## src/rtl/tll_pkg.sv

```systemverilog
// Types and constants shared by the lexer modules.
package tll_pkg;

  typedef struct packed {
    logic [7:0] ch;
    logic       end_of_input;
  } in_item_t;

  typedef struct packed {
    logic [4:0] token_kind;
    logic [5:0] token_length;
    logic       last;
  } out_item_t;

  typedef struct packed {
    logic [4:0] kind;
    logic [5:0] length;
  } tok_t;

  typedef struct packed {
    logic two;
    tok_t first;
    tok_t second;
  } entry_t;

  typedef enum logic [2:0] {
    ST_START   = 3'd0,
    ST_ASSIGN  = 3'd1,
    ST_COMMENT = 3'd2,
    ST_NUM     = 3'd3,
    ST_ID      = 3'd4
  } scan_state_t;

  localparam logic [4:0] TK_EOF    = 5'd0;
  localparam logic [4:0] TK_ERROR  = 5'd1;
  localparam logic [4:0] TK_IF     = 5'd2;
  localparam logic [4:0] TK_ID     = 5'd10;
  localparam logic [4:0] TK_NUM    = 5'd11;
  localparam logic [4:0] TK_ASSIGN = 5'd12;
  localparam logic [4:0] TK_EQ     = 5'd13;
  localparam logic [4:0] TK_LT     = 5'd14;
  localparam logic [4:0] TK_PLUS   = 5'd15;
  localparam logic [4:0] TK_MINUS  = 5'd16;
  localparam logic [4:0] TK_TIMES  = 5'd17;
  localparam logic [4:0] TK_OVER   = 5'd18;
  localparam logic [4:0] TK_LPAREN = 5'd19;
  localparam logic [4:0] TK_RPAREN = 5'd20;
  localparam logic [4:0] TK_SEMI   = 5'd21;

  localparam int QUEUE_DEPTH = 4;
  localparam int PTR_W       = $clog2(QUEUE_DEPTH);
  localparam int CNT_W       = $clog2(QUEUE_DEPTH + 1);

endpackage

```

## src/rtl/tiny_language_lexer_core.sv

```systemverilog
// A token is written into the token queue, and out_valid offers it from there.
// Throughput: one character per cycle while the four-entry token queue has room.
// An item that yields two tokens fills one queue entry, whose tokens leave in order.
// Characters that yield no token never enter the queue.
// Reset (synchronous, rst_n low) returns the scanner to start state and empties the queue.
module tiny_language_lexer_core #(
  parameter int MAX_TOKEN_LEN = 40
) (
  input  logic               clk,
  input  logic               rst_n,
  input  logic               in_valid,
  output logic               in_ready,
  input  tll_pkg::in_item_t  in_data,
  output logic               out_valid,
  input  logic               out_ready,
  output tll_pkg::out_item_t out_data
);

  logic            push, pop, full, empty;
  tll_pkg::entry_t push_data, head;

  tll_front #(
    .MAX_TOKEN_LEN(MAX_TOKEN_LEN)
  ) u_front (
    .clk       (clk),
    .rst_n     (rst_n),
    .in_valid  (in_valid),
    .in_ready  (in_ready),
    .in_data   (in_data),
    .q_full    (full),
    .push      (push),
    .push_data (push_data)
  );

  tll_fifo u_fifo (
    .clk       (clk),
    .rst_n     (rst_n),
    .push      (push),
    .push_data (push_data),
    .pop       (pop),
    .head      (head),
    .full      (full),
    .empty     (empty)
  );

  tll_emit u_emit (
    .clk       (clk),
    .rst_n     (rst_n),
    .head      (head),
    .empty     (empty),
    .pop       (pop),
    .out_valid (out_valid),
    .out_ready (out_ready),
    .out_data  (out_data)
  );

endmodule

```

## src/rtl/tll_front.sv

```systemverilog
// Scanner front end: accepts characters, runs the automaton and queues tokens.
module tll_front #(
  parameter int MAX_TOKEN_LEN = 40
) (
  input  logic              clk,
  input  logic              rst_n,
  input  logic              in_valid,
  output logic              in_ready,
  input  tll_pkg::in_item_t in_data,
  input  logic              q_full,
  output logic              push,
  output tll_pkg::entry_t   push_data
);

  localparam logic [7:0] CH_COLON  = 8'h3A;
  localparam logic [7:0] CH_EQ     = 8'h3D;
  localparam logic [7:0] CH_LT     = 8'h3C;
  localparam logic [7:0] CH_PLUS   = 8'h2B;
  localparam logic [7:0] CH_MINUS  = 8'h2D;
  localparam logic [7:0] CH_STAR   = 8'h2A;
  localparam logic [7:0] CH_SLASH  = 8'h2F;
  localparam logic [7:0] CH_LPAREN = 8'h28;
  localparam logic [7:0] CH_RPAREN = 8'h29;
  localparam logic [7:0] CH_SEMI   = 8'h3B;
  localparam logic [7:0] CH_LBRACE = 8'h7B;
  localparam logic [7:0] CH_RBRACE = 8'h7D;
  localparam logic [7:0] CH_SPACE  = 8'h20;
  localparam logic [7:0] CH_TAB    = 8'h09;
  localparam logic [7:0] CH_NL     = 8'h0A;
  localparam logic [5:0] LEN_MAX   = 6'(MAX_TOKEN_LEN);

  localparam logic [47:0] KW_TEXT [8] = '{
    {"if", 32'd0}, {"then", 16'd0}, {"else", 16'd0}, {"end", 24'd0},
    "repeat", {"until", 8'd0}, {"read", 16'd0}, {"write", 8'd0}
  };
  localparam logic [2:0] KW_LEN [8] = '{3'd2, 3'd4, 3'd4, 3'd3, 3'd6, 3'd5, 3'd4, 3'd5};

  function automatic logic [7:0] kw_char(input int k, input logic [2:0] pos);
    logic [47:0] row;
    row = KW_TEXT[k];
    if (pos > 3'd5) begin
      return 8'd0;
    end
    return row[{3'd5 - pos, 3'b000} +: 8];
  endfunction

  function automatic logic [7:0] kw_step(input logic [7:0] cand, input logic [5:0] len,
                                         input logic [7:0] c);
    logic [7:0] keep;
    keep = '0;
    for (int k = 0; k < 8; k++) begin
      keep[k] = cand[k] && (len < {3'b000, KW_LEN[k]}) && (kw_char(k, len[2:0]) == c);
    end
    return keep;
  endfunction

  function automatic logic [4:0] id_kind(input logic [7:0] cand, input logic [5:0] len);
    logic [4:0] kind;
    kind = tll_pkg::TK_ID;
    for (int k = 7; k >= 0; k--) begin
      if (cand[k] && ({3'b000, KW_LEN[k]} == len)) begin
        kind = tll_pkg::TK_IF + 5'(k);
      end
    end
    return kind;
  endfunction

  function automatic logic [4:0] single_kind(input logic [7:0] c);
    case (c)
      CH_EQ:     return tll_pkg::TK_EQ;
      CH_LT:     return tll_pkg::TK_LT;
      CH_PLUS:   return tll_pkg::TK_PLUS;
      CH_MINUS:  return tll_pkg::TK_MINUS;
      CH_STAR:   return tll_pkg::TK_TIMES;
      CH_SLASH:  return tll_pkg::TK_OVER;
      CH_LPAREN: return tll_pkg::TK_LPAREN;
      CH_RPAREN: return tll_pkg::TK_RPAREN;
      CH_SEMI:   return tll_pkg::TK_SEMI;
      default:   return tll_pkg::TK_ERROR;
    endcase
  endfunction

  tll_pkg::scan_state_t st_r, st_nxt, start_st;
  logic [5:0]           len_r, len_nxt, len_inc, start_len;
  logic [7:0]           cand_r, cand_nxt, start_cand;
  logic                 pre_emit, start_emit, restart;
  tll_pkg::tok_t        pre_tok, start_tok;
  logic [7:0]           c;
  logic                 eoi, is_digit, is_letter, accept;

  assign c         = in_data.ch;
  assign eoi       = in_data.end_of_input;
  assign is_digit  = (c >= 8'h30) && (c <= 8'h39);
  assign is_letter = ((c >= 8'h41) && (c <= 8'h5A)) || ((c >= 8'h61) && (c <= 8'h7A));
  assign len_inc   = (len_r < LEN_MAX) ? len_r + 6'd1 : len_r;
  assign in_ready  = !q_full;
  assign accept    = in_valid && in_ready;

  always_comb begin
    start_st   = tll_pkg::ST_START;
    start_len  = 6'd0;
    start_cand = 8'hFF;
    start_emit = 1'b0;
    start_tok  = '{kind: tll_pkg::TK_EOF, length: 6'd0};
    if (eoi) begin
      start_emit = 1'b1;
    end else if (is_digit) begin
      start_st  = tll_pkg::ST_NUM;
      start_len = 6'd1;
    end else if (is_letter) begin
      start_st   = tll_pkg::ST_ID;
      start_len  = 6'd1;
      start_cand = kw_step(8'hFF, 6'd0, c);
    end else if (c == CH_COLON) begin
      start_st  = tll_pkg::ST_ASSIGN;
      start_len = 6'd1;
    end else if ((c == CH_SPACE) || (c == CH_TAB) || (c == CH_NL)) begin
      start_st = tll_pkg::ST_START;
    end else if (c == CH_LBRACE) begin
      start_st = tll_pkg::ST_COMMENT;
    end else begin
      start_emit = 1'b1;
      start_tok  = '{kind: single_kind(c), length: 6'd1};
    end
  end

  always_comb begin
    st_nxt   = st_r;
    len_nxt  = len_r;
    cand_nxt = cand_r;
    pre_emit = 1'b0;
    pre_tok  = '{kind: tll_pkg::TK_EOF, length: 6'd0};
    restart  = 1'b0;
    case (st_r)
      tll_pkg::ST_COMMENT: begin
        if (eoi || (c == CH_RBRACE)) begin
          pre_emit = eoi;
          st_nxt   = tll_pkg::ST_START;
          len_nxt  = 6'd0;
          cand_nxt = 8'hFF;
        end
      end
      tll_pkg::ST_ASSIGN: begin
        pre_emit = 1'b1;
        if (!eoi && (c == CH_EQ)) begin
          pre_tok  = '{kind: tll_pkg::TK_ASSIGN, length: len_inc};
          st_nxt   = tll_pkg::ST_START;
          len_nxt  = 6'd0;
          cand_nxt = 8'hFF;
        end else begin
          pre_tok = '{kind: tll_pkg::TK_ERROR, length: len_r};
          restart = 1'b1;
        end
      end
      tll_pkg::ST_NUM: begin
        if (!eoi && is_digit) begin
          len_nxt = len_inc;
        end else begin
          pre_emit = 1'b1;
          pre_tok  = '{kind: tll_pkg::TK_NUM, length: len_r};
          restart  = 1'b1;
        end
      end
      tll_pkg::ST_ID: begin
        if (!eoi && is_letter) begin
          len_nxt  = len_inc;
          cand_nxt = kw_step(cand_r, len_r, c);
        end else begin
          pre_emit = 1'b1;
          pre_tok  = '{kind: id_kind(cand_r, len_r), length: len_r};
          restart  = 1'b1;
        end
      end
      default: begin
        restart = 1'b1;
      end
    endcase
    if (restart) begin
      st_nxt   = start_st;
      len_nxt  = start_len;
      cand_nxt = start_cand;
    end
  end

  assign push             = accept && (pre_emit || (restart && start_emit));
  assign push_data.two    = pre_emit && restart && start_emit;
  assign push_data.first  = pre_emit ? pre_tok : start_tok;
  assign push_data.second = start_tok;

  always_ff @(posedge clk) begin
    if (!rst_n) begin
      st_r   <= tll_pkg::ST_START;
      len_r  <= 6'd0;
      cand_r <= 8'hFF;
    end else if (accept) begin
      st_r   <= st_nxt;
      len_r  <= len_nxt;
      cand_r <= cand_nxt;
    end
  end

endmodule

```

## src/rtl/tll_fifo.sv

```systemverilog
// Short token queue between the scanner front end and the output stage.
module tll_fifo (
  input  logic            clk,
  input  logic            rst_n,
  input  logic            push,
  input  tll_pkg::entry_t push_data,
  input  logic            pop,
  output tll_pkg::entry_t head,
  output logic            full,
  output logic            empty
);

  tll_pkg::entry_t               mem_r [tll_pkg::QUEUE_DEPTH];
  logic [tll_pkg::PTR_W-1:0]     wr_ptr_r, rd_ptr_r;
  logic [tll_pkg::CNT_W-1:0]     count_r, count_nxt;

  assign head  = mem_r[rd_ptr_r];
  assign full  = (count_r == tll_pkg::CNT_W'(tll_pkg::QUEUE_DEPTH));
  assign empty = (count_r == '0);

  always_comb begin
    case ({push, pop})
      2'b10:   count_nxt = count_r + 1'b1;
      2'b01:   count_nxt = count_r - 1'b1;
      default: count_nxt = count_r;
    endcase
  end

  always_ff @(posedge clk) begin
    if (push) begin
      mem_r[wr_ptr_r] <= push_data;
    end
  end

  always_ff @(posedge clk) begin
    if (!rst_n) begin
      wr_ptr_r <= '0;
      rd_ptr_r <= '0;
      count_r  <= '0;
    end else begin
      if (push) begin
        wr_ptr_r <= wr_ptr_r + 1'b1;
      end
      if (pop) begin
        rd_ptr_r <= rd_ptr_r + 1'b1;
      end
      count_r <= count_nxt;
    end
  end

endmodule

```

## src/rtl/tll_emit.sv

```systemverilog
// Output stage: sends the one or two tokens of each queue entry in order.
module tll_emit (
  input  logic               clk,
  input  logic               rst_n,
  input  tll_pkg::entry_t    head,
  input  logic               empty,
  output logic               pop,
  output logic               out_valid,
  input  logic               out_ready,
  output tll_pkg::out_item_t out_data
);

  logic          sel_r, sel_nxt;
  logic          last;
  tll_pkg::tok_t tok;

  assign out_valid             = !empty;
  assign tok                   = sel_r ? head.second : head.first;
  assign last                  = !head.two || sel_r;
  assign out_data.token_kind   = tok.kind;
  assign out_data.token_length = tok.length;
  assign out_data.last         = last;
  assign pop                   = out_valid && out_ready && last;

  always_comb begin
    sel_nxt = sel_r;
    if (out_valid && out_ready) begin
      sel_nxt = !last;
    end
  end

  always_ff @(posedge clk) begin
    if (!rst_n) begin
      sel_r <= 1'b0;
    end else begin
      sel_r <= sel_nxt;
    end
  end

endmodule

```

## config.mk

```make
export PLATFORM = sky130hd
export DESIGN_NAME = tiny_language_lexer_core
export DESIGN_NICKNAME = d
export VERILOG_FILES = /design/src/rtl/tll_pkg.sv /design/src/rtl/tiny_language_lexer_core.sv /design/src/rtl/tll_front.sv /design/src/rtl/tll_fifo.sv /design/src/rtl/tll_emit.sv
export SDC_FILE = /design/constraint.sdc
export NUM_CORES = 1
export LEC_CHECK = 0
export BUFFER_PORTS_ARGS = -buffer_cell sky130_fd_sc_hd__clkbuf_2
export CORE_UTILIZATION = 25
export DETAILED_ROUTE_END_ITERATION = 10
export GPL_TIMING_DRIVEN = 0
export PLACE_DENSITY_LB_ADDON = 0.15
export REMOVE_ABC_BUFFERS = 1
export SYNTH_ARGS = -nofsm -noshare
export SYNTH_HDL_FRONTEND = slang
export SYNTH_SLANG_ARGS = --single-unit
```

## constraint.sdc

```tcl
create_clock -name clk -period 4.55 [get_ports clk]
set_input_delay 0.91 -clock clk [delete_from_list [all_inputs] [get_ports clk]]
set_output_delay 0.91 -clock clk [all_outputs]
set_load 0.005 [all_outputs]
```

Word level (Yosys, flattened, before mapping)
Memories as Yosys holds them, arrays and structs flattened. A register that Yosys moved wholly into a read port is not among the register bits.
Cells that the tools add are included.
{"block": "totals", "reg_bits": 25, "ramBits": 92, "input_bits": 13, "mem_count": 1}
{"name": "u_fifo.mem_r", "words": 4, "width": 23, "rd": 1, "rd_clocked_by_memory_dff": 1, "write_ports": 1, "line_no": "tll_fifo.sv:13", "source": "tll_pkg::entry_t mem_r [tll_pkg::QUEUE_DEPTH];"}
{"block": "classes", "add_sub_neg": 6, "n_lt_le_gt_ge": 13, "n_eq_ne": 45, "n_shift": 8, "mux": 95, "n_reduce_logical": 56}
{"operator": "$shiftx 48x7->8 const A", "count": 8}
{"operator": "$mux 8", "count": 32}
{"operator": "$mux 11", "count": 9}
{"operator": "$eq 8x6->1 const B", "count": 11}
{"operator": "$eq 8x8->1", "count": 8}
{"operator": "$mux 6", "count": 9}
{"operator": "$eq 7x8->1 const A", "count": 6}
{"operator": "$pmux 5 s9", "count": 1}
{"operator": "$logic_and 1x1->1", "count": 37}
{"operator": "$pmux 11 s3", "count": 1}
{"operator": "$mux 3", "count": 8}
{"operator": "$mux 4", "count": 6}
{"operator": "$pmux 6 s4", "count": 1}
{"operator": "$pmux 8 s3", "count": 1}
{"operator": "$mux 10", "count": 2}
{"operator": "$eq 3x6->1 const A", "count": 3}
{"operator": "$lt 6x3->1 const B", "count": 3}
{"operator": "$eq 8x4->1 const B", "count": 2}
{"operator": "$eq 8x7->1 const B", "count": 2}
{"operator": "$ge 8x7->1 const B", "count": 2}
{"operator": "$le 8x7->1 const B", "count": 2}
{"operator": "$mux 1", "count": 16}
{"operator": "$eq 2x6->1 const A", "count": 2}
{"operator": "$lt 6x2->1 const B", "count": 2}
{"operator": "28 further kinds", "count": 49}

Longest topological paths before layout
Gate-level depths: netlist of run 1.
{"block": "depth", "ltp_word": 14, "mapped_depth": 13, "mapped_depth_nobuf": 11}

By module
From an unflattened synthesis of run 1, not the netlist that was laid out.
{"block": "unflattened", "hier_cells": 572, "area_unflattened_um2": 6658.9}
{"module": "tll_fifo", "n_inst": 1, "cells_each": 166, "area_per_inst_um2": 3803.6}
{"module": "tll_front", "n_inst": 1, "cells_each": 385, "area_per_inst_um2": 2638.8}
{"module": "tll_emit", "n_inst": 1, "cells_each": 21, "area_per_inst_um2": 216.5}

Worst setup path after synthesis of run 1
No wires, ideal clock.
{"block": "synth_timing", "kind": "input to register", "from": "in in_data[5] in the netlist's numbering", "to": "reg u_fifo.count_r[2] in the netlist's numbering", "setup_ps": 70, "t_arrival_ps": 3516, "t_required_ps": 4480, "path_slack_ps": 964, "stages": 12, "n_path_buf": 1, "path_cell_list": "buf_2 -> or4b_4 -> o22ai_1 -> a31o_2 -> o21bai_1 -> a2bb2oi_4 -> ha_1 -> inv_1 -> fa_1 -> xor2_1 -> or3_1 -> a21oi_1"}
{"block": "synth_via", "elab_chain_len": 13, "elab_cells_between_ends": 42}
{"item": "from (decl)", "line_no": "tiny_language_lexer_core.sv:13", "source": "input tll_pkg::in_item_t in_data,"}
{"item": "parallel branches: the longest is 9 deep, another holds $ge 8x7->1"}
{"item": "$logic_or 1x1->1 (*)", "line_no": "tll_front.sv:185", "source": "assign push = accept && (pre_emit || (restart && start_emit));"}
{"item": "$logic_and 1x1->1 (*)", "line_no": "tll_front.sv:185"}
{"item": "$eq 2x1->1 / $eq 2x2->1 (equally long branches)", "line_no": "tll_fifo.sv:22", "source": "case ({push, pop})"}
{"item": "$pmux 3 s2 / $reduce_bool 2->1 (equally long branches)"}
{"item": "to (signal assigned)", "line_no": "tll_fifo.sv:47", "source": "count_r <= count_nxt;"}
{"item": "to (decl)", "line_no": "tll_fifo.sv:15", "source": "logic [tll_pkg::CNT_W-1:0] count_r, count_nxt;"}
Every way passes the cells marked *.
A chain may end at the register's enable or synchronous reset.

Worst setup path in the final report of run 1
{"block": "layout_timing", "from": "in in_data[3] in the netlist's numbering", "to": "reg u_fifo.count_r[2] in the netlist's numbering"}
Same word-level chain as after synthesis.

==> results of run 1 <==
## state kept, by name, summed over array words and instances (netlist names), named ones only
signal	cells
u_fifo.wr_ptr_r	2
u_front.len_r	6
u_fifo.rd_ptr_r	2
u_front.cand_r	8
u_front.st_r	3
u_emit.sel_r	1
u_fifo.count_r	3
u_fifo.mem_r	72
## layer usage
metal / GRT usage / share of wire
met5: 0 / 0
met4: 0.0303 / 0.0094
met3: 0.0153 / 0.023
met2: 0.228 / 0.47
met1: 0.186 / 0.50
## cells by family after synthesis
family / synth area share
AO/OA/AOI/OAI: 0.146
XOR/XNOR: 0.0354
adder cells (fa/ha/maj): 0.0371
buffers and inverters: 0.0399
flip-flops: 0.456
multiplexers: 0.0770
AND/OR/NAND/NOR: 0.209
## synth_stat cells (3+ instances only)
cell / instances
a21oi_1: 38
a22oi_1: 4
a31oi_1: 4
and2_1: 8
and3_1: 4
buf_1: 4
buf_2: 15
clkbuf_1: 18
dfxtp_1: 27
edfxtp_1: 72
ha_1: 16
inv_1: 16
mux2i_1: 4
mux4_2: 18
nand2_1: 66
nand2b_1: 9
nand3_1: 34
nand3b_1: 4
nand4_1: 6
nand4b_1: 4
nor2_1: 44
nor2b_1: 13
nor3_1: 8
nor4_1: 3
nor4b_1: 4
o21a_1: 6
o21ai_0: 28
o21ai_1: 6
o31ai_1: 10
o41ai_1: 3
or3_1: 9
xnor2_1: 17
xor2_1: 7
## area by class of cell
class	count	area (µm²)	share of cell area
clock buffers	11	233	0.0348
clock inverters	5	55.1	0.00824
inverters	17	63.8	0.00955
multi-input cells	430	3010	0.451
flip-flops and latches	99	2700	0.405
well taps	319	399	0.0598
repair buffers	30	215	0.0322
## worst min-delay path by stage
stage,start,endpoint,slack [ns],cells past startpoint
6_report,u_fifo.count_r[2],u_fifo.count_r[2],0.50,2
4_1_cts,u_fifo.count_r[2],u_fifo.count_r[2],0.51,2
3_3_place_gp,u_fifo.wr_ptr_r[1],u_fifo.wr_ptr_r[1],0.49,2
5_1_grt,u_fifo.count_r[2],u_fifo.count_r[2],0.54,2
3_5_place_dp,u_fifo.count_r[2],u_fifo.count_r[2],0.50,2
2_1_floorplan,u_front.cand_r[3],u_front.cand_r[3],0.45,2
## critical path, stage by stage
cell,delay (ns)
clkbuf_2,0.41
a21oi_1,0.32
nor2_1,0.13
o31ai_2,0.78
o21a_1,0.32
a2bb2oi_4,0.30
ha_1,0.24
inv_1,0.07
fa_1,0.42
xor2_1,0.16
or3_1,0.31
a21oi_1,0.14
## stage by stage
step	TNS [ns]	instance area, µm²
5_1_grt	0	6680
3_3_place_gp	-38.25	6290
2_1_floorplan	0	5760
3_5_place_dp	-0.0983	6390
6_report	0	6680
4_1_cts	0	6680
## power by group through the flow
| stage | clock (W) | combinational (W) | sequential, W |
|---|---|---|---|
| 6_report | 0.000737 | 0.000574 | 0.00114 |
| 3_5_place_dp | 0 | 0.000584 | 0.00116 |
| 2_1_floorplan | 0 | 0.000376 | 0.00113 |
| 3_3_place_gp | 0 | 0.000552 | 0.00116 |
| 4_1_cts | 0.000763 | 0.000586 | 0.00114 |
| 5_1_grt | 0.000796 | 0.000638 | 0.00115 |
==> impl_metrics.csv, run 1 <==
group,metric,value,unit
cells_and_area,fin_nets,617,
placement,dp_worst_setup_slack,-0.0983,ns
sta,max-slew-margin-rel,0.370,
global_route,grt_pass1_wl,25400,µm
cells_and_area,mostFrequentLayoutCells,"edfxtp_1, nand2_1, nor2_1",
cells_and_area,final_util,0.285,
power,leakagePower,2.27,nW
global_route,antenna_found_initial,0,
setup_path,crit_type,"in -> reg",
sta,min_period_over_period,0.937,
yosys,syn-instance-count,585,
cts,root_buffer,"clkbuf_16",
cts,cts_tree,"done",
yosys,yosys_register_bits,99,
placement,gp_congestion,0.860,
sta,hold_viol,0,
power,p_int,0.00175,W
cts,post_cts_buffers,0,
power,pwr-share-clk,0.301,
power,power,0.00245,W
yosys,synth.top_cell.area_share,0.364,
cells_and_area,n_antenna_cell,0,
cts,clkSinkCount,99,
cts,cts_hold_buf,0,
global_route,grt_max_degree,34,
power,power_frac_seq,0.464,
routing,first_pass_iters,5,
sta,rsz0062_at_grt,"false",
cts,clockBufferDepth,2,
global_route,grt-ovfl-total,0,
yosys,synth_ff_type,"edfxtp_1",
cells_and_area,finalNonFillerCells,911,
power,combinationalPowerShare,0.235,
cts,clkTransAtPathRegs,0.06,ns
setup_path,critPathLaunchType,"input pin",
yosys,synth.avg_cell_area,10.1,µm²
cells_and_area,area_growth,12.6,%
cells_and_area,drive_gt1_frac,0.145,
sta,setup_viol,0,
power,p_sw,0.000693,W
setup_path,path_max_fanout,33,
run_status,status,"finished clean",
floorplanning,core_area,23400,µm²
routing,wirelength,16300,µm
routing,avgRoutedWirePerCell,17.9,µm
floorplanning,die-height,156,µm
floorplanning,die_x,156,µm
yosys,synth_edf_count,72,
setup_path,worstSetupEndpoint,"u_fifo.count_r[2]",
setup_path,crit_path_end_kind,"register",
setup_path,required,4.81,ns
sta,setup_ws,0.288,ns
cells_and_area,fillers,2511,
yosys,synth_cell_types,77,
global_route,track_usage,0.136,
floorplanning,pin_count,27,
yosys,synth_top_cell_by_area,"edfxtp_1",
setup_path,r2r_setup_slack,1.13,ns
sta,fin_hold_ws,0.502,ns
setup_path,cp-startpoint,"in_data[3]",
cts,htree_levels,3,
cells_and_area,final_common_cell,"edfxtp_1",
yosys,synth_area,5930,µm²
power,cellPowerDensity,366,nW/µm²
sta,drv_slew,0,
sta,period_needed,4.26,ns
setup_path,worstRegToRegCells,9,
cts,numCtsBuffers,9,
placement,dp_hpwl,11900,µm
yosys,yosysWarnings,0,
setup_path,worstPathArrival,4.52,ns
floorplanning,row_count,56,
routing,drcViolationCount,0,
yosys,synth-seq-area-share,0.456,
routing,drtIter0Drc,247,
routing,via_per_inst,4.90,
routing,via_count,4462,
cts,insertion_delay,0.33,ns
setup_path,reg2reg_to,"u_front.cand_r[4]",
global_route,grt_pass1_vias,4418,
yosys,synth_area_leaders,"edfxtp_1, dfxtp_1, mux4_2",
floorplanning,initial_core_util,0.254,
sta,skew,0.00683,ns
sta,fmax,235,MHz
setup_path,r2r-start,"u_front.len_r[1]",
sta,tightest_slew,0.943,ns
floorplanning,dieArea,24400,µm²
yosys,async_reset_ff_frac,0,
power,switching_share,0.283,
routing,drtAntennaViolNets,0,
cts,cts_resized,0,
power,max-vdd-ir-drop,161,µV
flow_run,drv_cap,0,
placement,io_buffers,26,
min_path,hp-class,"reg -> reg",
placement,dp_cells,895,
(Power assumes the default switching activity.)
==> inputs of run 2 (changes only) <==
- CORE_ASPECT_RATIO: not set -> 2
- CORE_UTILIZATION: 25 -> 45
- TNS_END_PERCENT: not set -> 1
==> impl_metrics.csv, run 2 (synthesized netlist as in run 1, its figures left out) <==
group,metric,value,unit
global_route,antenna_found_initial,0,
sta,skew,0.00745,ns
global_route,grt-ovfl-total,0,
global_route,grt_util_met2,0.444,
setup_path,cp_common_cell,"a21oi_1",
cts,htree_levels,3,
cts,numCtsBuffers,9,
cells_and_area,top_regs,"u_fifo.mem_r x72, u_front.cand_r x8, u_front.len_r x6",
setup_path,worstPathArrival,4.40,ns
cts,clkTransAtPathRegs,0.06,ns
sta,setup_ws,0.413,ns
power,leakagePower,2.27,nW
setup_path,path_max_fanout,33,
routing,drtIter0Drc,244,
routing,wirelength,15300,µm
global_route,track_usage,0.231,
min_path,holdPathEnd,"u_front.cand_r[3]",
cells_and_area,fin_nets,617,
setup_path,required,4.81,ns
sta,tightest_slew,1.22,ns
floorplanning,row_count,59,
setup_path,cp_cell_sequence,"clkbuf_2 > a21oi_1 > nor2_1 > o31ai_4 > o21a_1 > a2bb2oi_4 > ha_1 > inv_1 > fa_1 > xor2_1 > or3_1 > a21oi_1",
placement,dp_hpwl,11400,µm
min_path,min_path_cells,2,
global_route,use_met1,0.231,
min_path,worstHoldStart,"u_front.cand_r[3]",
power,power,0.00244,W
global_route,busiest_layer,"met2",
floorplanning,initial_core_util,0.459,
cells_and_area,final_util,0.503,
cells_and_area,final_common_cell,"edfxtp_1",
cells_and_area,area_growth,9.57,%
global_route,grt_max_degree,34,
global_route,grt_pass1_vias,4598,
cts,root_buffer,"clkbuf_16",
setup_path,crit_type,"in -> reg",
setup_path,crit_family,"compound AO/OA/AOI/OAI gates",
cells_and_area,finalNonFillerCells,744,
setup_path,critPathSlowestCell,"o31ai_4",
routing,avgRoutedWirePerCell,20.6,µm
cells_and_area,top_register,"u_fifo.mem_r",
min_path,hp-class,"reg -> reg",
sta,setup_viol,0,
sta,max-slew-margin-rel,0.186,
cells_and_area,mostFrequentLayoutCells,"edfxtp_1, nand2_1, nor2_1",
sta,hold_viol,0,
placement,gp_congestion,0.946,
setup_path,crit_path_end_kind,"register",
sta,rsz0062_at_grt,"false",
setup_path,critPathLaunchType,"input pin",
cts,cts_hold_buf,0,
setup_path,critPathBufInv,2,
setup_path,critPathMaxStageDelay,0.52,ns
routing,via_count,4636,
sta,drv_slew,0,
cells_and_area,drive_gt1_frac,0.142,
sta,min_period_over_period,0.909,
cts,clkSinkCount,99,
floorplanning,die-height,164,µm
cts,cts_tree,"done",
global_route,grt_pass1_wl,24200,µm
setup_path,reg2reg_to,"u_fifo.count_r[2]",
placement,dp_cells,728,
routing,drcViolationCount,0,
run_status,status,"finished clean",
cells_and_area,final_area,6500,µm²
cts,cts_resized,0,
placement,io_buffers,26,
floorplanning,dieArea,13700,µm²
routing,first_pass_iters,7,
sta,period_needed,4.14,ns
sta,fmax,242,MHz
floorplanning,core_area,12900,µm²
power,cellPowerDensity,376,nW/µm²
setup_path,worstRegToRegCells,8,
floorplanning,die_x,83.2,µm
cts,clockBufferDepth,2,
global_route,grtUsageMet3,0.0275,
setup_path,r2r_setup_slack,0.99,ns
placement,dp_worst_setup_slack,-0.161,ns
cells_and_area,n_antenna_cell,0,
placement,placed_cell_area,6210,µm²
flow_run,drv_cap,0,
cts,post_cts_buffers,0,
power,max-vdd-ir-drop,384,µV
cells_and_area,largest_register_ffs,72,
cells_and_area,fillers,1189,
routing,drtAntennaViolNets,0,
floorplanning,pin_count,27,
routing,via_per_inst,6.23,
cts,insertion_delay,0.33,ns
==> run 2: worst min-delay path, cell delays in order, from the launching register on <==
cell and delay (ns):
dfxtp_1 0.33, nand2_1 0.07, nand3_1 0.07
==> run 2: how the worst max path moves through the flow <==
stage          slack (ns)                end  depth (start not counted)       start
6_report             0.41  u_fifo.count_r[2]                         12  in_data[3]
5_1_grt              0.24  u_fifo.count_r[2]                         12  in_data[3]
4_1_cts              0.17  u_fifo.count_r[2]                         12  in_data[3]
3_5_place_dp        -0.16  u_fifo.count_r[2]                         12  in_data[3]
3_3_place_gp        -0.45  u_fifo.count_r[2]                         12  in_data[3]
2_1_floorplan        0.74  u_fifo.count_r[2]                         11  in_data[2]
==> run 2: cell type report <==
class	instances	area (µm²)	share of cell area
tap	152	190	0.0293
multi-input combinational	430	3020	0.464
sequential	99	2700	0.416
clock inverter	6	57.6	0.00885
timing repair buffer	30	240	0.0370
clock buffer	10	229	0.0352
inverter	17	63.8	0.00982
==> run 2: metal layers <==
metal / share of wire / vias up
li1: - / 2178
met1: 0.37 / 2262
met2: 0.55 / 149
met3: 0.028 / 47
met4: 0.056 / 0
met5: 0 / -
==> run 2: through the flow <==
step                TNS (ns)  hold slack, ns
floorplan                  0           0.452
global placement      -26.14           0.477
detailed placement    -0.161           0.495
CTS                        0           0.504
global route               0           0.542
finish                     0           0.515
==> run 2: report_power, final <==
group          leakage, nW  total, W  internal [W]  switching, W
Sequential           0.942   0.00113       0.00105     0.0000780
Clock                0.134  0.000736      0.000422      0.000314
Combinational         1.20  0.000575      0.000278      0.000297
